File: src/design/difference_pseudocolor_mapper_defines.svh
// Assertion macros shared by the difference pseudocolour mapper RTL
`ifndef DIFFERENCE_PSEUDOCOLOR_MAPPER_DEFINES_SVH
`define DIFFERENCE_PSEUDOCOLOR_MAPPER_DEFINES_SVH

// Same-cycle implication, disabled while reset is asserted
`define DPM_ASSERT_IMP(lbl, clk, rst_n, ante, cons) \
  lbl: assert property (@(posedge clk) disable iff (!rst_n) (ante) |-> (cons)) \
    else $error("dpm assertion failed");

// Next-cycle implication, disabled while reset is asserted
`define DPM_ASSERT_NXT(lbl, clk, rst_n, ante, cons) \
  lbl: assert property (@(posedge clk) disable iff (!rst_n) (ante) |=> (cons)) \
    else $error("dpm assertion failed");

`endif

File: src/design/dpm_pkg.sv
// Shared widths, register indexes and coefficient helpers of the pseudocolour mapper
package dpm_pkg;

  localparam int CHAN_W    = 8;
  localparam int ENTRY_W   = 3 * CHAN_W;
  localparam int GREY_W    = 8;
  localparam int SIZE_W    = 9;
  localparam int CFG_IDX_W = 4;
  localparam int CFG_DAT_W = 9;

  // Configuration register indexes
  localparam logic [CFG_IDX_W-1:0] CFG_PALETTE_SIZE = 4'd0;
  localparam logic [CFG_IDX_W-1:0] CFG_YIQ_ENABLE   = 4'd1;

  // Item kinds
  localparam logic KIND_PALETTE = 1'b0;
  localparam logic KIND_PIXEL   = 1'b1;

  // YIQ to BGR coefficients, in thousandths
  localparam int MILLI_B_I = 1106;
  localparam int MILLI_B_Q = 1703;
  localparam int MILLI_G_I = 272;
  localparam int MILLI_G_Q = 647;
  localparam int MILLI_R_I = 956;
  localparam int MILLI_R_Q = 621;

  localparam int CHROMA_BIAS = 128;
  localparam int CHAN_MAX    = 255;

  // Round a coefficient in thousandths to a fixed-point integer
  function automatic int qcoef(input int milli, input int frac);
    longint scaled;
    scaled = (longint'(milli) <<< frac) + 64'sd500;
    return int'(scaled / 1000);
  endfunction

endpackage

File: src/design/dpm_yiq.sv
// Optional YIQ to BGR conversion stage and output register
module dpm_yiq import dpm_pkg::*; #(
  parameter int COEF_FRAC_BITS = 10
) (
  input  logic               clk_i,
  input  logic               rst_ni,
  input  logic               adv_i,
  input  logic               valid_i,
  input  logic               yiq_en_i,
  input  logic [ENTRY_W-1:0] entry_i,
  output logic               out_valid_o,
  output logic [CHAN_W-1:0]  out_first_o,
  output logic [CHAN_W-1:0]  out_second_o,
  output logic [CHAN_W-1:0]  out_third_o
);

  localparam int CW   = COEF_FRAC_BITS + 3;
  localparam int PW   = CW + CHAN_W + 1;
  localparam int ACCW = PW + 2;

  localparam logic signed [CW-1:0] K_BI = CW'(qcoef(MILLI_B_I, COEF_FRAC_BITS));
  localparam logic signed [CW-1:0] K_BQ = CW'(qcoef(MILLI_B_Q, COEF_FRAC_BITS));
  localparam logic signed [CW-1:0] K_GI = CW'(qcoef(MILLI_G_I, COEF_FRAC_BITS));
  localparam logic signed [CW-1:0] K_GQ = CW'(qcoef(MILLI_G_Q, COEF_FRAC_BITS));
  localparam logic signed [CW-1:0] K_RI = CW'(qcoef(MILLI_R_I, COEF_FRAC_BITS));
  localparam logic signed [CW-1:0] K_RQ = CW'(qcoef(MILLI_R_Q, COEF_FRAC_BITS));

  logic signed [CHAN_W:0]   chan_i;
  logic signed [CHAN_W:0]   chan_q;
  logic                     s2_valid_q;
  logic [ENTRY_W-1:0]       s2_entry_q;
  logic signed [PW-1:0]     p_bi_q, p_bq_q, p_gi_q, p_gq_q, p_ri_q, p_rq_q;
  logic signed [ACCW-1:0]   acc_y;
  logic signed [ACCW-1:0]   acc_b, acc_g, acc_r;
  logic [CHAN_W-1:0]        first_d, second_d, third_d;
  logic                     out_valid_q;
  logic [CHAN_W-1:0]        first_q, second_q, third_q;

  // Truncate to integer, saturate to the channel range
  function automatic logic [CHAN_W-1:0] sat_chan(input logic signed [ACCW-1:0] a);
    logic signed [ACCW-1:0] v;
    v = a >>> COEF_FRAC_BITS;
    if (a < 0) begin
      return '0;
    end else if (v > ACCW'(CHAN_MAX)) begin
      return CHAN_W'(CHAN_MAX);
    end else begin
      return v[CHAN_W-1:0];
    end
  endfunction

  // Remove the chroma bias
  assign chan_i = $signed({1'b0, entry_i[2*CHAN_W-1:CHAN_W]}) - (CHAN_W+1)'(CHROMA_BIAS);
  assign chan_q = $signed({1'b0, entry_i[3*CHAN_W-1:2*CHAN_W]}) - (CHAN_W+1)'(CHROMA_BIAS);

  // Product stage
  always_ff @(posedge clk_i or negedge rst_ni) begin
    if (!rst_ni) begin
      s2_valid_q <= 1'b0;
    end else if (adv_i) begin
      s2_valid_q <= valid_i;
    end
  end

  always_ff @(posedge clk_i) begin
    if (adv_i) begin
      s2_entry_q <= entry_i;
      p_bi_q     <= PW'(K_BI) * PW'(chan_i);
      p_bq_q     <= PW'(K_BQ) * PW'(chan_q);
      p_gi_q     <= PW'(K_GI) * PW'(chan_i);
      p_gq_q     <= PW'(K_GQ) * PW'(chan_q);
      p_ri_q     <= PW'(K_RI) * PW'(chan_i);
      p_rq_q     <= PW'(K_RQ) * PW'(chan_q);
    end
  end

  // Sum, saturate and select the pass-through entry
  always_comb begin
    acc_y = ACCW'($signed({1'b0, s2_entry_q[CHAN_W-1:0]})) <<< COEF_FRAC_BITS;
    acc_b = acc_y - ACCW'(p_bi_q) + ACCW'(p_bq_q);
    acc_g = acc_y - ACCW'(p_gi_q) - ACCW'(p_gq_q);
    acc_r = acc_y + ACCW'(p_ri_q) + ACCW'(p_rq_q);
    if (yiq_en_i) begin
      first_d  = sat_chan(acc_b);
      second_d = sat_chan(acc_g);
      third_d  = sat_chan(acc_r);
    end else begin
      first_d  = s2_entry_q[CHAN_W-1:0];
      second_d = s2_entry_q[2*CHAN_W-1:CHAN_W];
      third_d  = s2_entry_q[3*CHAN_W-1:2*CHAN_W];
    end
  end

  // Output register
  always_ff @(posedge clk_i or negedge rst_ni) begin
    if (!rst_ni) begin
      out_valid_q <= 1'b0;
    end else if (adv_i) begin
      out_valid_q <= s2_valid_q;
    end
  end

  always_ff @(posedge clk_i) begin
    if (adv_i) begin
      first_q  <= first_d;
      second_q <= second_d;
      third_q  <= third_d;
    end
  end

  assign out_valid_o  = out_valid_q;
  assign out_first_o  = first_q;
  assign out_second_o = second_q;
  assign out_third_o  = third_q;

endmodule
File: config.mk
export PLATFORM = sky130hd
export DESIGN_NAME = dpm_yiq
export DESIGN_NICKNAME = d
export VERILOG_FILES = /design/src/design/difference_pseudocolor_mapper_defines.svh /design/src/design/dpm_pkg.sv /design/src/design/dpm_yiq.sv
export SDC_FILE = /design/constraint.sdc
export NUM_CORES = 1
export LEC_CHECK = 0
export BUFFER_PORTS_ARGS = -buffer_cell sky130_fd_sc_hd__buf_2
export CORE_MARGIN = 3
export CORE_UTILIZATION = 65
export CTS_BUF_LIST = sky130_fd_sc_hd__clkbuf_8
export CTS_CLUSTER_DIAMETER = 50
export DETAILED_ROUTE_END_ITERATION = 12
export MAX_ROUTING_LAYER = met4
export PLACE_DENSITY = 0.83
export SLEW_MARGIN = 0
export SYNTH_ARGS = -nofsm -noshare
export SYNTH_HDL_FRONTEND = slang
export SYNTH_SLANG_ARGS = --single-unit
File: constraint.sdc
create_clock -name clk_i -period 4 [get_ports clk_i]
set_input_delay 0.6 -clock clk_i [delete_from_list [all_inputs] [get_ports clk_i]]
set_output_delay 0.6 -clock clk_i [all_outputs]
set_load 0.05 [all_outputs]
# Yosys cells after proc, flatten, opt, wreduce, memory -nomap -nowiden
# Index checks and enable logic that the tools add are counted.
[op_classes] add_sub_neg=8 div_mod_pow=0 mux=9 bitwise=0 n_eq_ne=0 mul=6 n_lt_le_gt_ge=6 n_shift=0 n_reduce_logical=0
[op_table] op="two-way mux 8 bit" count=9
[op_table] op="multiplier 11 x 9 -> 20 bit, first input constant" count=2
[op_table] op="adder 22 x 21 -> 23 bit" count=1
[op_table] op="< comparator 23 x 1 -> 1 bit, second input constant" count=1
[op_table] op="adder 21 x 20 -> 22 bit" count=1
[op_table] op="< comparator 22 x 1 -> 1 bit, second input constant" count=1
[op_table] op="subtractor 19 x 21 -> 22 bit" count=1
[op_table] op="adder 19 x 20 -> 21 bit" count=1
[op_table] op="< comparator 21 x 1 -> 1 bit, second input constant" count=1
[op_table] op="multiplier 12 x 9 -> 21 bit, first input constant" count=1
[op_table] op="subtractor 20 x 20 -> 21 bit" count=1
[op_table] op="subtractor 19 x 19 -> 20 bit" count=1
[op_table] op="multiplier 10 x 9 -> 19 bit, first input constant" count=1
[op_table] op="multiplier 9 x 9 -> 18 bit, first input constant" count=1
[op_table] op="subtractor 8 x 8 -> 9 bit, second input constant" count=2
[op_table] op="multiplier 8 x 9 -> 17 bit, first input constant" count=1
[op_table] op="greater-than comparator 13 x 9 -> 1 bit, second input constant" count=1
[op_table] op="greater-than comparator 12 x 9 -> 1 bit, second input constant" count=1
[op_table] op="greater-than comparator 11 x 9 -> 1 bit, second input constant" count=1
[word_totals] output_inout_bits=25 inputBits=29 regBits=165 mem_bits_ro=0 latch_bits=0 word_cells=41 ramBits=0 mem_count=0

# Depth between registers and ports, before layout
[depth] ltp_word=6 ltp_mapped=21

# Worst setup path before layout
# OpenSTA, ideal clock, no wires.
[synth_path] path_kind="input to register" start="input port entry_i[23]" end="register, netlist name p_rq_q[19]" arrival_time_ns=5.063 setup_slack_ns=-1.332 stages=20 setup_ns=0.270 cell_sequence="clkbuf_1 > inv_1 > ha_1 > inv_1 > ha_1 > inv_1 > fa_1 > fa_1 > inv_1 > ha_1 > ha_1 > a21o_1 > a21oi_1 > o21bai_1 > a21oi_1 > o21bai_1 > a211o_1 > a31o_2 > a21oi_1 > xnor2_1"
[synth_between] elab_chain_len=2
[synth_rtl] item="start: declaration" line_no="dpm_yiq.sv:10" rtl="input logic [ENTRY_W-1:0] entry_i,"
[synth_rtl] item="subtractor 8 x 8 -> 9 bit" line_no="dpm_yiq.sv:54" rtl="assign chan_q = $signed({1'b0, entry_i[3*CHAN_W-1:2*CHAN_W]}) - (CHAN_W+1)'(CHROMA_BIAS);"
[synth_rtl] item="multiplier 9 x 9 -> 18 bit" line_no="dpm_yiq.sv:73" rtl="p_rq_q <= PW'(K_RQ) * PW'(chan_q);"
# Every way passes these cells.
# A chain may end at the register's enable or synchronous reset.

# Final worst setup path
[layout_path] start="input port entry_i[17]" end="register, netlist name p_rq_q[19]"
[layout_between] elab_chain_len=2
[layout_rtl] item="subtractor 8 x 8 -> 9 bit" line_no="dpm_yiq.sv:54"
[layout_rtl] item="multiplier 9 x 9 -> 18 bit" line_no="dpm_yiq.sv:73"
# Every way passes these cells.

==> results_dict.tcl <==
set metrics [dict create \
    crit_chain "buf_12 -> ha_4 -> inv_4 -> fa_1 -> inv_1 -> ha_1 -> inv_2 -> fa_1 -> inv_2 -> ha_4 -> ha_4 -> fa_2 -> a21o_1 -> a21oi_2 -> o21bai_1 -> a21oi_2 -> o21bai_2 -> a211o_1 -> a31o_4 -> a21oi_2 -> xnor2_1" \
    antenna_found_initial 0 \
    dpl_cell_area_sq_mm 0.0194 \
    synth_compound_area_frac 0.103 \
    drive_above_1_share 0.338 \
    critPathLaunchType "input port" \
    synth_area_per_cell_sq_um 11.0 \
    syn_to_final_growth_pct 31.6 \
    clock-sinks 154 \
    synthDistinctLibCells 65 \
    grt_usage 0.387 \
    vias 14100 \
    slowest_delay_ns 0.56 \
    numCtsBuffers 17 \
    layout_common_cells "inv_1, ha_1, buf_4" \
    cts_max_level 4 \
    cts_tree "done" \
    yosys.area_share.xor_xnor 0.0503 \
    fin_area_sq_mm 0.0217 \
    final_common_cell "inv_1" \
    syn_nets 2022 \
    yosys.area_share.adder 0.431 \
    core_sq_mm 0.0247 \
    initial_core_util 0.670 \
    die_area_sq_mm 0.0274 \
    ys_async_sr_fraction 0.0130 \
    finalCriticalPeriod_ns 4.75 \
    nFillCells 1013 \
    max_slew_margin 0.360 \
    avgRoutedWirePerCell_um 26.7 \
    viasPerCell 6.46 \
    io-pin-count 54 \
    setup_viol_count_final 45 \
    synthSimpleGateAreaFrac 0.0530 \
    root_buffer "clkbuf_8" \
    postRouteAntennaNets 0 \
    fin_cells 2177 \
    crit_type "input port to flip-flop" \
    dp_slack_ns -1.18 \
    fp.dieW_um 165 \
    fin_tns_setup_ns -15.07 \
    vdd_ir_drop_max_v 0.000641 \
    yosysSeqAreaShare 0.279 \
    synthCells 1503 \
    layout_setup_ws_ns -0.747 \
    ys_ff_latch 154 \
    leakagePower_nw 10.6 \
    clockBufferDepth 2 \
    worst_pin_slew_ns 0.959 \
    clk_latency_ns 0.49 \
    fin_nets 2359 \
    r2r_cells 13 \
    cp-startpoint "entry_i[17]" \
    synth_mux_area_frac 0.00197 \
    num_rows 57 \
    cp_max_fo 3 \
    multi_input_comb_area_sq_mm 0.0122 \
    portBuffers 53 \
    yosysWarnings 0 \
    hold_path.class "input port to flip-flop" \
    power.density_mw_per_mm2 784 \
    hold_violations 0 \
    rsz0062_at_grt "yes" \
    grt_overflow_total 0 \
    max-cap-violations 0 \
    power_mw 17.1 \
    clkSlewWorstSetupHoldPaths_ns 0.11 \
    grt_max_degree 92 \
    rr_startpoint "p_gq_q[2]" \
    antenna_cells 0 \
    arrival_ns 4.97 \
    drt_drc_violations_left 0 \
    fin_util 0.881 \
    crit_required_ns 4.22 \
    grt_pass1_wl_um 76600 \
    drt_pre_antenna_iters 6 \
    slew_viol_final 0 \
    dp_cells 2082 \
    status "finished with violations" \
    r2r_setup_slack_ns -0.09 \
    period_share 1.19 \
    drtIter0Drc 1894 \
    holdWs_ns 0.284 \
    fmax_mhz 211 \
    die-height_um 165 \
    place.gp.congestion 0.959 \
    crit_path_end "p_rq_q[19]" \
    syn_area_sq_mm 0.0165 \
    hpwl_um 34400 \
    final-seq-area_sq_mm 0.00461 \
    synth_top_family_by_area "adder cells" \
    drt_wl_total_um 58100 \
    grt_pass1_vias 14200 \
    violations "setup timing" \
    crit_path_top_delay_cell "fa_1" \
    ys.flop_type "edfxtp_1" \
    cp-end-kind "flip-flop" \
    synth_edf_count 152 \
    rr_endpoint "out_second_o[0]" \
    final.setup_skew_ns 0.0241 \
]
==> worst min path at each step <==
stage                          start             to  slack (ns)  cells past startpoint
after floorplan               rst_ni    out_valid_o        0.30                      0
after global placement        rst_ni     s2_valid_q        0.38                      1
after detailed placement      rst_ni     s2_valid_q        0.39                      1
after CTS                 entry_i[2]  s2_entry_q[2]        0.27                      1
after global routing      entry_i[3]  s2_entry_q[3]        0.27                      1
final                     entry_i[1]  s2_entry_q[1]        0.28                      1
==> flip-flops by register name, indices dropped and copies added, names as in the netlist <==
register / flops
p_rq_q: 15
out_third_o: 8
p_bq_q: 15
out_first_o: 8
p_bi_q: 19
s2_valid_q: 1
s2_entry_q: 24
p_ri_q: 18
out_second_o: 8
out_valid_o: 1
p_gq_q: 19
p_gi_q: 18
==> report_power, final <==
part / internal (mW) / switching [mW]
clock: 0.489 / 0.826
sequential: 2.58 / 0.244
combinational: 5.79 / 7.13
total: 8.86 / 8.19
==> synth_stat cells, types with 9 or more instances <==
cell / number / area share
nor3_1: 13 / 0.0039
o21ai_0: 13 / 0.0039
and3_1: 11 / 0.0042
o21ai_1: 11 / 0.0033
nor2_1: 47 / 0.011
a21oi_1: 63 / 0.019
nand2b_1: 10 / 0.0038
xnor2_1: 67 / 0.036
fa_1: 133 / 0.16
edfxtp_1: 152 / 0.28
o21a_1: 14 / 0.0064
nor2b_1: 14 / 0.0053
o221a_1: 16 / 0.011
a21o_1: 29 / 0.013
nand2_1: 26 / 0.0059
ha_1: 357 / 0.27
o21bai_1: 18 / 0.0082
xor2_1: 28 / 0.015
or2_2: 9 / 0.0034
inv_1: 350 / 0.079
nand3_1: 17 / 0.0051
==> worst max-delay path: cells and delay by family <==
kind            cells  cell delay, ns
compound gates      8            1.50
xor+xnor            1            0.10
fa+ha+maj           7            2.43
buf+inv             5            0.33
==> final cells by class <==
| cell class | instances | share of cell area |
|---|---|---|
| sequential | 154 | 0.212 |
| clock inverter | 15 | 0.00926 |
| clock buffer | 17 | 0.0108 |
| timing repair buffer | 326 | 0.125 |
| multi-input combinational | 991 | 0.562 |
| tap | 324 | 0.0186 |
| inverter | 350 | 0.0626 |
==> routing by layer <==
| metal | up-vias | global-route usage | wire [um] |
|---|---|---|---|
| li1 | 5792 | - | - |
| met1 | 6726 | 0.448 | 19300 |
| met2 | 1090 | 0.643 | 27600 |
| met3 | 462 | 0.0664 | 5730 |
| met4 | 0 | 0.214 | 5450 |
| met5 | - | - | 0 |
==> timing repair <==
item,CTS,global route
gates resized for setup,173,112
endpoints found under the hold margin,2,0
hold buffers,1,0
buffers inserted,47,36
endpoints found under the setup margin,43,55
pin swaps,126,96
==> kinds of logic (layout without fill, tap and decap cells) <==
group | Yosys count | after routing
muxes | 3 | 3
DFF | 154 | 154
AOI/OAI and AO/OA | 232 | 232
xor gates and xnor gates | 95 | 95
adders and majority gates | 490 | 490
and+or+nand+nor | 171 | 171
buffers and inverters | 358 | 708
No activity file was read; power rests on OpenSTA's default activity.
