$ cat src/design/difference_pseudocolor_mapper_defines.svh
// Assertion macros shared by the difference pseudocolour mapper RTL
`ifndef DIFFERENCE_PSEUDOCOLOR_MAPPER_DEFINES_SVH
`define DIFFERENCE_PSEUDOCOLOR_MAPPER_DEFINES_SVH

// Same-cycle implication, disabled while reset is asserted
`define DPM_ASSERT_IMP(lbl, clk, rst_n, ante, cons) \
  lbl: assert property (@(posedge clk) disable iff (!rst_n) (ante) |-> (cons)) \
    else $error("dpm assertion failed");

// Next-cycle implication, disabled while reset is asserted
`define DPM_ASSERT_NXT(lbl, clk, rst_n, ante, cons) \
  lbl: assert property (@(posedge clk) disable iff (!rst_n) (ante) |=> (cons)) \
    else $error("dpm assertion failed");

`endif

$ cat src/design/dpm_pkg.sv
// Shared widths, register indexes and coefficient helpers of the pseudocolour mapper
package dpm_pkg;

  localparam int CHAN_W    = 8;
  localparam int ENTRY_W   = 3 * CHAN_W;
  localparam int GREY_W    = 8;
  localparam int SIZE_W    = 9;
  localparam int CFG_IDX_W = 4;
  localparam int CFG_DAT_W = 9;

  // Configuration register indexes
  localparam logic [CFG_IDX_W-1:0] CFG_PALETTE_SIZE = 4'd0;
  localparam logic [CFG_IDX_W-1:0] CFG_YIQ_ENABLE   = 4'd1;

  // Item kinds
  localparam logic KIND_PALETTE = 1'b0;
  localparam logic KIND_PIXEL   = 1'b1;

  // YIQ to BGR coefficients, in thousandths
  localparam int MILLI_B_I = 1106;
  localparam int MILLI_B_Q = 1703;
  localparam int MILLI_G_I = 272;
  localparam int MILLI_G_Q = 647;
  localparam int MILLI_R_I = 956;
  localparam int MILLI_R_Q = 621;

  localparam int CHROMA_BIAS = 128;
  localparam int CHAN_MAX    = 255;

  // Round a coefficient in thousandths to a fixed-point integer
  function automatic int qcoef(input int milli, input int frac);
    longint scaled;
    scaled = (longint'(milli) <<< frac) + 64'sd500;
    return int'(scaled / 1000);
  endfunction

endpackage

$ cat src/design/dpm_index.sv
// Palette slot selection from the absolute grey difference
module dpm_index import dpm_pkg::*; #(
  parameter int PALETTE_DEPTH = 256
) (
  input  logic [SIZE_W-1:0]                palette_size_i,
  input  logic [GREY_W-1:0]                grey_first_i,
  input  logic [GREY_W-1:0]                grey_second_i,
  output logic [$clog2(PALETTE_DEPTH)-1:0] slot_o
);

  localparam int AW = $clog2(PALETTE_DEPTH);
  localparam int PW = SIZE_W + GREY_W;

  logic [SIZE_W-1:0] size;
  logic [GREY_W-1:0] diff;
  logic [PW-1:0]     prod;
  logic [SIZE_W-1:0] quot_est;
  logic [SIZE_W:0]   rem;
  logic [SIZE_W-1:0] quot;
  logic [SIZE_W-1:0] slot;

  // Clamp the palette size to 1..depth
  always_comb begin
    if (palette_size_i == '0) begin
      size = SIZE_W'(1);
    end else if (int'(palette_size_i) > PALETTE_DEPTH) begin
      size = SIZE_W'(PALETTE_DEPTH);
    end else begin
      size = palette_size_i;
    end
  end

  // Absolute difference
  assign diff = (grey_first_i > grey_second_i) ? (grey_first_i - grey_second_i)
                                               : (grey_second_i - grey_first_i);

  // Divide size*diff by 255: estimate by 256, then correct by up to two
  always_comb begin
    prod     = PW'(size) * PW'(diff);
    quot_est = prod[PW-1:GREY_W];
    rem      = (SIZE_W+1)'(prod[GREY_W-1:0]) + (SIZE_W+1)'(quot_est);
    quot     = quot_est;
    if (rem >= (SIZE_W+1)'(CHAN_MAX)) begin
      quot = quot + SIZE_W'(1);
    end
    if (rem >= (SIZE_W+1)'(2 * CHAN_MAX)) begin
      quot = quot + SIZE_W'(1);
    end
  end

  // Clamp a full-scale difference to the last slot in use
  assign slot   = (quot > size - SIZE_W'(1)) ? (size - SIZE_W'(1)) : quot;
  assign slot_o = AW'(slot);

endmodule

$ cat config.mk
export PLATFORM = sky130hd
export DESIGN_NAME = dpm_index
export DESIGN_NICKNAME = d
export VERILOG_FILES = /design/src/design/difference_pseudocolor_mapper_defines.svh /design/src/design/dpm_pkg.sv /design/src/design/dpm_index.sv
export SDC_FILE = /design/constraint.sdc
export NUM_CORES = 1
export LEC_CHECK = 0
export ABC_AREA = 0
export BUFFER_PORTS_ARGS = -buffer_cell sky130_fd_sc_hd__buf_2
export CAP_MARGIN = 25
export CORE_MARGIN = 2
export CORE_UTILIZATION = 62
export DETAILED_ROUTE_END_ITERATION = 8
export PLACE_DENSITY = 0.9
export SLEW_MARGIN = 40
export SYNTH_ARGS = -nofsm -noshare
export SYNTH_HDL_FRONTEND = slang
export SYNTH_SLANG_ARGS = --single-unit
$ cat constraint.sdc
create_clock -name vclk -period 14.6
set_input_delay 0 -clock vclk [all_inputs]
set_output_delay 0 -clock vclk [all_outputs]
set_load 0.05 [all_outputs]
=== Word level (Yosys, flattened, before mapping) ===
Index checks and enable logic that the tools add are counted.

* $lt $le $gt $ge: 5
* Multiply operators: 1
* Muxes and demuxes: 6
* Reductions and logical operators: 1
* Add/sub/neg operators: 6

{| class="wikitable"
|+ Operator list
! operator !! count
|-
| $mux 9 || 4
|-
| $add 9x1->9 const B || 2
|-
| $mul 9x8->17 || 1
|-
| $mux 8 || 2
|-
| $sub 8x8->8 || 2
|-
| $add 8x9->10 || 1
|-
| $ge 10x8->1 const B || 1
|-
| $ge 10x9->1 const B || 1
|-
| $gt 9x9->1 || 1
|-
| $gt 9x9->1 const B || 1
|-
| $logic_not 9->1 || 1
|-
| $sub 9x1->9 const B || 1
|-
| $gt 8x8->1 || 1
|}

* Input port bits: 25
* Register bits after elaboration: 0
* Word-level logic and storage cells: 19
* Output and inout port bits: 8

=== Longest topological paths before layout ===
Gate-level depths: netlist (run 1).

* Word-level depth: 11
* Gate-level depth with buffers: 56
* Mapped depth without buffers: 54

=== Worst setup path after synthesis (run 1) ===
No wires, ideal clock.

* Path type: input -> output
* Start: in grey_first_i[0]
* End: out slot_o[0]
* Arrival time: 11.746 ns
* Required time: 14.600 ns
* Stages on the path: 51
* Slack: 2.854 ns
* Buffers on the path: 1
* Path through: inv_1 > ha_1 > inv_1 > fa_1 > a21o_1 > a21o_1 > a21oi_1 > o21ai_2 > mux2i_1 > o21ai_0 > a21boi_1 > o21ai_0 > a21o_1 > xnor2_1 > or2_2 > fa_1 > fa_1 > inv_1 > (+15 left out) > o21a_1 > a221oi_4 > buf_6 > mux2_2 > ha_1 > mux2_2 > ha_1 > nor2b_1 > o21a_1 > o21a_1 > o21ai_0 > nand2b_1 > a21oi_1 > nor2b_1 > o21ai_0 > a21boi_0 > o21ai_1 > mux2i_1

* Longest elaborated chain between the ends: 10

{| class="wikitable"
|+ Ends and longest elaborated chain
! what !! RTL line !! text
|-
| start: declaration || dpm_index.sv:6 || <nowiki>input logic [GREY_W-1:0] grey_first_i,</nowiki>
|-
| $sub 8x8->8 (tied with other cells) || dpm_index.sv:35 || <nowiki>: (grey_second_i - grey_first_i);</nowiki>
|-
| $mux 8 (*) || dpm_index.sv:34 || <nowiki>assign diff = (grey_first_i > grey_second_i) ? (grey_first_i - grey_second_i)</nowiki>
|-
| $mul 9x8->17 (*) || dpm_index.sv:39 || <nowiki>prod = PW'(size) * PW'(diff);</nowiki>
|-
| $add 8x9->10 || dpm_index.sv:41 || <nowiki>rem = (SIZE_W+1)'(prod[GREY_W-1:0]) + (SIZE_W+1)'(quot_est);</nowiki>
|-
| $ge 10x8->1 || dpm_index.sv:43 || <nowiki>if (rem >= (SIZE_W+1)'(CHAN_MAX)) begin</nowiki>
|-
| $mux 9 || dpm_index.sv:43 ||
|-
| $add 9x1->9 || dpm_index.sv:47 || <nowiki>quot = quot + SIZE_W'(1);</nowiki>
|-
| $mux 9 (*) || dpm_index.sv:46 || <nowiki>if (rem >= (SIZE_W+1)'(2 * CHAN_MAX)) begin</nowiki>
|-
| $gt 9x9->1 || dpm_index.sv:52 || <nowiki>assign slot = (quot > size - SIZE_W'(1)) ? (size - SIZE_W'(1)) : quot;</nowiki>
|-
| $mux 8 (*) || dpm_index.sv:52 ||
|-
| end: declaration || dpm_index.sv:8 || <nowiki>output logic [$clog2(PALETTE_DEPTH)-1:0] slot_o</nowiki>
|}

Every way passes the cells marked *; elsewhere a longest branch is shown, timed or not.

=== Worst setup path after layout (run 1) ===
* Start: in grey_first_i[0]
* End: out slot_o[1]

The elaborated chain is that of the path after synthesis.

==> results.sh, run 1 <==
export IMPL_globalplace_congestion=0.959
export IMPL_yosys_area_top_type="fa_1"
export IMPL_wl_met2_mm=5.04
export IMPL_die_x_um=87.5
export IMPL_design_die_area_um2=7660
export IMPL_routed_via_density=6.03
export IMPL_cts_setup_buffers=0
export IMPL_wire_per_inst_um=15.6
export IMPL_nClkBuffers=0
export IMPL_cp_slowest_cell="xnor2_1"
export IMPL_drv_cap=0
export IMPL_layout_cells_non_filler=663
export IMPL_synth_area_leaders="fa_1 21%, ha_1 21%, inv_1 8.7%"
export IMPL_drt_first_pass_iters=5
export IMPL_grt_usage_pct=27.3
export IMPL_maxUsedRoutingLayer="met4"
export IMPL_critPathArrivalTime_ns=12.84
export IMPL_num_io_pins=33
export IMPL_rsz0062_at_grt="no"
export IMPL_syn_inst=560
export IMPL_postCtsHoldBufs=0
export IMPL_antenna_cells=0
export IMPL_syn_area_um2=4320
export IMPL_hp_class="in2out"
export IMPL_fin_crit_sh_pct=87.9
export IMPL_synthDistinctLibCells=63
export IMPL_dpl_worst_slack_ns=1.76
export IMPL_setup_viol=0
export IMPL_antenna_found_initial=0
export IMPL_hold_depth=4
export IMPL_die_h_um=87.5
export IMPL_drc_errors=0
export IMPL_layout_setup_ws_ns=1.76
export IMPL_syn_avg_cell_area_um2=7.72
export IMPL_hold_slack_ns=0.625
export IMPL_post_cts_resized=0
export IMPL_initial_utilization_pct=64.0
export IMPL_critical_path_startpoint_type="input port"
export IMPL_synthMuxAreaShare_pct=4.52
export IMPL_finalMaxSlewViolations=0
export IMPL_seq_cells=0
export IMPL_fp_row_count=30
export IMPL_max_stage_delay_ns=0.60
export IMPL_syn_nets=702
export IMPL_relSlewSlack_pct=41.8
export IMPL_ys_warn_count=0
export IMPL_drt_initial_drc_count=289
export IMPL_grt_pass1_vias=3924
export IMPL_wl_met3_um=730
export IMPL_crit_type="in2out"
export IMPL_outcome="finished, final reports clean"
export IMPL_ant_nets=0
export IMPL_min_period_ns=12.84
export IMPL_hold_path_startpoint="palette_size_i[8]"
export IMPL_final_nets=727
export IMPL_path_delay_family="compound AO/OA/AOI/OAI gates"
export IMPL_synth_top_area_share_pct=20.8
export IMPL_crit_path_end_kind="primary output"
export IMPL_hold_viol_final=0
export IMPL_port_buffers=33
export IMPL_drt_met1_wl_mm=4.28
export IMPL_synth_top_family_by_area="adder cells"
export IMPL_synth_common_cells="100 x inv_1, 73 x nor2_1, 72 x ha_1"
export IMPL_holdPathEnd="slot_o[7]"
export IMPL_critical_path_peak_fanout=13
export IMPL_max_slew_worst_pin_slew_ns=0.866
export IMPL_layout_drive_gt1_share_pct=11.1
export IMPL_grt_pass1_wl_mm=17.1
export IMPL_yosys_area_share_xor_xnor_pct=8.54
export IMPL_via_count=3997
export IMPL_dp_cells=663
export IMPL_grt_ovfl_total=0
export IMPL_yosysMostFrequentCell="inv_1"
export IMPL_grt_max_degree=19
export IMPL_cp_num_buf_inv=5
export IMPL_max_freq_mhz=77.9
export IMPL_crit_required_ns=14.60
export IMPL_yosys_area_share_simple_pct=21.2
export IMPL_synth_seq_area_share_pct=0
export IMPL_hpwl_mm=8.95
export IMPL_seq_area_um2=0
export IMPL_synth_compound_area_share_pct=14.1
export IMPL_timing_setup_tns_ns=0
export IMPL_area_growth_pct=5.30
export IMPL_core_area_um2=6760
export IMPL_totalWireLength_mm=10.3
export IMPL_synthAdderAreaFrac_pct=41.7
[logic make-up after synthesis]
group | count (synthesis)
and+or+nand+nor | 186
buffers and inverters | 112
muxes | 19
adders and majority gates | 117
AOI/OAI and AO/OA | 86
xor gates and xnor gates | 40
[cell type report]
type                       count  area, um2
fill                         546       2200
inverter                     101        379
multi-input combinational    448       3900
tap                           80        100
timing repair buffer          34        173
[tightest hold or removal path, stage by stage]
cell	delay [ns]
buf_2	0.15
a21oi_1	0.17
mux2i_1	0.10
buf_2	0.21
[metrics by stage]
step | area (um2) | util, %
final | 4550 | 67.4
after CTS | 4540 | 67.3
after detailed placement | 4540 | 67.3
after global placement | 4540 | 67.3
after floorplan | 4320 | -
after global routing | 4550 | 67.4
[cells in the final DEF, fill, tap and decap left out, drive strengths merged, types with 2 or more instances in the layout]
cell type  count
nor2          73
nor3           8
inv          101
xor2          15
mux2           4
nand4          6
nand2b         6
nand4b         4
a31oi          2
a211oi         4
or4b           2
mux2i         15
and2           2
nor2b          3
or3            6
o21ai         18
or2           10
nor4           7
a21oi         26
xnor2         25
a221oi         3
nor3b          2
ha            72
buf           34
o2111ai        2
nand3         13
and3           5
o21a           5
or4            2
fa            45
and4b          2
o211ai         3
a21o          10
nand2         33
a21boi         2
[how the worst max path moves through the flow]
stage / from / endpoint / slack (ns) / depth (start not counted)
6_report: grey_first_i[0] / slot_o[1] / 1.76 / 49
5_1_grt: grey_first_i[0] / slot_o[1] / 1.03 / 52
4_1_cts: grey_first_i[0] / slot_o[1] / 1.70 / 49
3_5_place_dp: grey_first_i[0] / slot_o[1] / 1.76 / 49
3_3_place_gp: grey_first_i[0] / slot_o[1] / 2.17 / 51
2_1_floorplan: grey_first_i[0] / slot_o[0] / 2.85 / 51
[routing by layer]
metal	up-vias	GRT usage [%]
met2	172	47.2
li1	1918	-
met1	1871	36.7
met5	-	0
met4	0	6.71
met3	36	2.46
Power of run 1 is not shown: default switching activity piles up to over one toggle a cycle in this logic, so the estimate is an artifact.
==> run 2, diff against run 1 <==
- CORE_UTILIZATION: 62 -> 55
- PLACE_DENSITY: 0.9 -> 0.82
==> results.sh, run 2 (same netlist as run 1, synthesis figures left out) <==
export IMPL_design_die_area_um2=8580
export IMPL_layout_drive_gt1_share_pct=11.3
export IMPL_totalWireLength_mm=10.4
export IMPL_seq_cells=0
export IMPL_cts_setup_buffers=0
export IMPL_nClkBuffers=0
export IMPL_min_period_ns=12.87
export IMPL_routed_via_density=5.85
export IMPL_wire_per_inst_um=15.2
export IMPL_relSlewSlack_pct=42.9
export IMPL_finalMaxSlewViolations=0
export IMPL_max_freq_mhz=77.7
export IMPL_initial_utilization_pct=56.2
export IMPL_crit_type="in2out"
export IMPL_layout_commonest_cell="inv_1"
export IMPL_path_delay_family="compound AO/OA/AOI/OAI gates"
export IMPL_grt_max_degree=19
export IMPL_grt_met2_usage_pct=44.0
export IMPL_drt_first_pass_iters=7
export IMPL_antenna_cells=0
export IMPL_seq_area_um2=0
export IMPL_timing_setup_tns_ns=0
export IMPL_globalplace_congestion=0.943
export IMPL_setup_viol=0
export IMPL_ant_nets=0
export IMPL_hold_viol_final=0
export IMPL_grt_pass1_vias=3881
export IMPL_cp_num_buf_inv=7
export IMPL_die_h_um=92.7
export IMPL_port_buffers=33
export IMPL_fin_crit_sh_pct=88.1
export IMPL_final_cell_mix="100 x inv_1, 73 x nor2_1, 72 x ha_1, 45 x fa_1, 33 x buf_2"
export IMPL_grt_ovfl_total=0
export IMPL_critical_path_peak_fanout=13
export IMPL_antenna_found_initial=0
export IMPL_layout_cells_non_filler=685
export IMPL_fp_row_count=32
export IMPL_cp_slowest_cell="fa_1"
export IMPL_hp_class="in2out"
export IMPL_critical_path_startpoint_type="input port"
export IMPL_grt_pass1_wl_mm=17.1
export IMPL_final_nets=727
export IMPL_drt_initial_drc_count=287
export IMPL_hpwl_mm=8.92
export IMPL_critPathArrivalTime_ns=12.87
export IMPL_postCtsHoldBufs=0
export IMPL_grt_use_met3_pct=0.895
export IMPL_crit_required_ns=14.60
export IMPL_area_growth_pct=6.11
export IMPL_grt_usage_pct=23.9
export IMPL_via_count=4007
export IMPL_drc_errors=0
export IMPL_core_area_um2=7690
export IMPL_num_io_pins=33
export IMPL_post_cts_resized=0
export IMPL_rsz0062_at_grt="no"
export IMPL_fill_cells=672
export IMPL_dp_cells=685
export IMPL_max_slew_worst_pin_slew_ns=0.853
export IMPL_die_x_um=92.7
export IMPL_outcome="finished, final reports clean"
export IMPL_globalRoute_busiestLayer="met2"
export IMPL_max_stage_delay_ns=0.56
export IMPL_use_met1_pct=31.5
export IMPL_drv_cap=0
export IMPL_crit_path_end_kind="primary output"
[run 2: cell type report]
cell class / count / area, um2 / area share, %
well taps: 102 / 128 / 2.78
inverters: 101 / 379 / 8.27
repair buffers: 34 / 173 / 3.76
multi-input cells: 448 / 3910 / 85.2
[run 2: routing by layer]
metal  vias to the layer above  part of all wire (%)
met4                         0                   1.7
met1                      1938                    41
met3                        18                   5.8
met2                       136                    51
met5                         -                     0
li1                       1915                     -
[run 2: final timing paths]
path / from / end / slack, ns / cells after the start
worst min-delay path: palette_size_i[7] / slot_o[7] / 0.63 / 4
worst max-delay path: grey_first_i[0] / slot_o[1] / 1.73 / 50
[run 2: worst min-delay path, cell delays in order]
cell,delay (ns)
buf_2,0.14
a21oi_1,0.19
mux2i_1,0.09
buf_2,0.20
[run 2: stage by stage]
stage | hold WS [ns] | worst slack (ns) | instance area [um2] | utilization (%)
2_1_floorplan | 0.487 | 2.85 | 4320 | -
3_3_place_gp | 0.619 | 2.03 | 4570 | 59.5
3_5_place_dp | 0.621 | 1.74 | 4570 | 59.5
4_1_cts | 0.622 | 1.69 | 4570 | 59.5
5_1_grt | 0.673 | 0.952 | 4590 | 59.7
6_report | 0.627 | 1.73 | 4590 | 59.7
Power of run 2 is left out for the same reason.
==> run 3, diff against run 2 <==
- CAP_MARGIN: 25 -> 20
- PLACE_DENSITY: 0.82 -> 0.77
==> results.sh, run 3 (same netlist as run 1, synthesis figures left out) <==
export IMPL_grt_usage_pct=24.6
export IMPL_antenna_found_initial=0
export IMPL_grt_max_degree=19
export IMPL_via_count=4051
export IMPL_max_stage_delay_ns=0.59
export IMPL_dpl_worst_slack_ns=1.56
export IMPL_drt_first_pass_iters=5
export IMPL_grt_pass1_wl_mm=17.6
export IMPL_num_io_pins=33
export IMPL_final_cell_mix="100 x inv_1, 73 x nor2_1, 72 x ha_1, 45 x fa_1, 33 x buf_2"
export IMPL_hold_viol_final=0
export IMPL_crit_type="in2out"
export IMPL_outcome="finished, final reports clean"
export IMPL_initial_utilization_pct=56.2
export IMPL_globalplace_congestion=0.882
export IMPL_setup_viol=0
export IMPL_finalMaxSlewViolations=0
export IMPL_core_area_um2=7690
export IMPL_post_cts_resized=0
export IMPL_wire_per_inst_um=15.1
export IMPL_min_period_ns=13.08
export IMPL_drv_cap=0
export IMPL_path_depth=52
export IMPL_timing_setup_tns_ns=0
export IMPL_crit_required_ns=14.60
export IMPL_relSlewSlack_pct=48.0
export IMPL_grt_pass1_vias=3938
export IMPL_ant_nets=0
export IMPL_hp_class="in2out"
export IMPL_seq_area_um2=0
export IMPL_fin_crit_sh_pct=89.6
export IMPL_critPathArrivalTime_ns=13.08
export IMPL_dp_cells=685
export IMPL_port_buffers=33
export IMPL_die_h_um=92.7
export IMPL_critical_path_peak_fanout=13
export IMPL_layout_commonest_cell="inv_1"
export IMPL_max_slew_worst_pin_slew_ns=0.778
export IMPL_design_die_area_um2=8580
export IMPL_cts_setup_buffers=0
export IMPL_postCtsHoldBufs=0
export IMPL_cp_num_buf_inv=8
export IMPL_totalWireLength_mm=10.4
export IMPL_fp_row_count=32
export IMPL_critical_path_startpoint_type="input port"
export IMPL_die_x_um=92.7
export IMPL_area_growth_pct=6.11
export IMPL_layout_drive_gt1_share_pct=11.3
export IMPL_drc_errors=0
export IMPL_grt_ovfl_total=0
export IMPL_routed_via_density=5.91
export IMPL_path_delay_family="compound AO/OA/AOI/OAI gates"
export IMPL_layout_cells_non_filler=685
export IMPL_antenna_cells=0
export IMPL_cp_slowest_cell="xnor2_1"
export IMPL_crit_path_end_kind="primary output"
export IMPL_nClkBuffers=0
export IMPL_final_core_util_pct=59.7
export IMPL_drt_initial_drc_count=266
export IMPL_hpwl_mm=8.81
export IMPL_max_freq_mhz=76.5
export IMPL_layout_setup_ws_ns=1.52
export IMPL_rsz0062_at_grt="no"
export IMPL_hold_depth=4
export IMPL_final_nets=727
export IMPL_seq_cells=0
==> run 3: cell counts in the layout (fill, tap and decap cells not counted) <==
No cell type changed its count.
==> run 3: final timing paths <==
path / startpoint / to
worst max-delay path: grey_first_i[0] / slot_o[1]
worst min-delay path: palette_size_i[7] / slot_o[7]
==> run 3: stage by stage <==
step | instance area, um2 | hold WS, ns
finish | 4590 | 0.637
global route | 4590 | 0.719
CTS | 4570 | 0.641
detailed placement | 4570 | 0.637
global placement | 4570 | 0.629
floorplan | 4320 | 0.487
==> run 3: area by class of cell <==
class,count,area (um2)
tap,102,128
timing repair buffer,34,173
multi-input combinational,448,3910
inverter,101,379
fill,718,3100
==> run 3: worst min-delay path: cells and delay by family <==
family	cells	cell delay, ns
buffers and inverters	2	0.36
multiplexers	1	0.09
AO/OA/AOI/OAI	1	0.18
==> run 3: routing by layer <==
metal	vias to the layer above	wire (um)	part of all wire, %	global-route usage [%]
met4	0	132	1.3	4.04
met2	156	5080	49	43.1
met5	-	0	0	0
met3	14	706	6.8	2.28
met1	1964	4450	43	33.5
li1	1917	-	-	-
Power of run 3 is left out for the same reason.
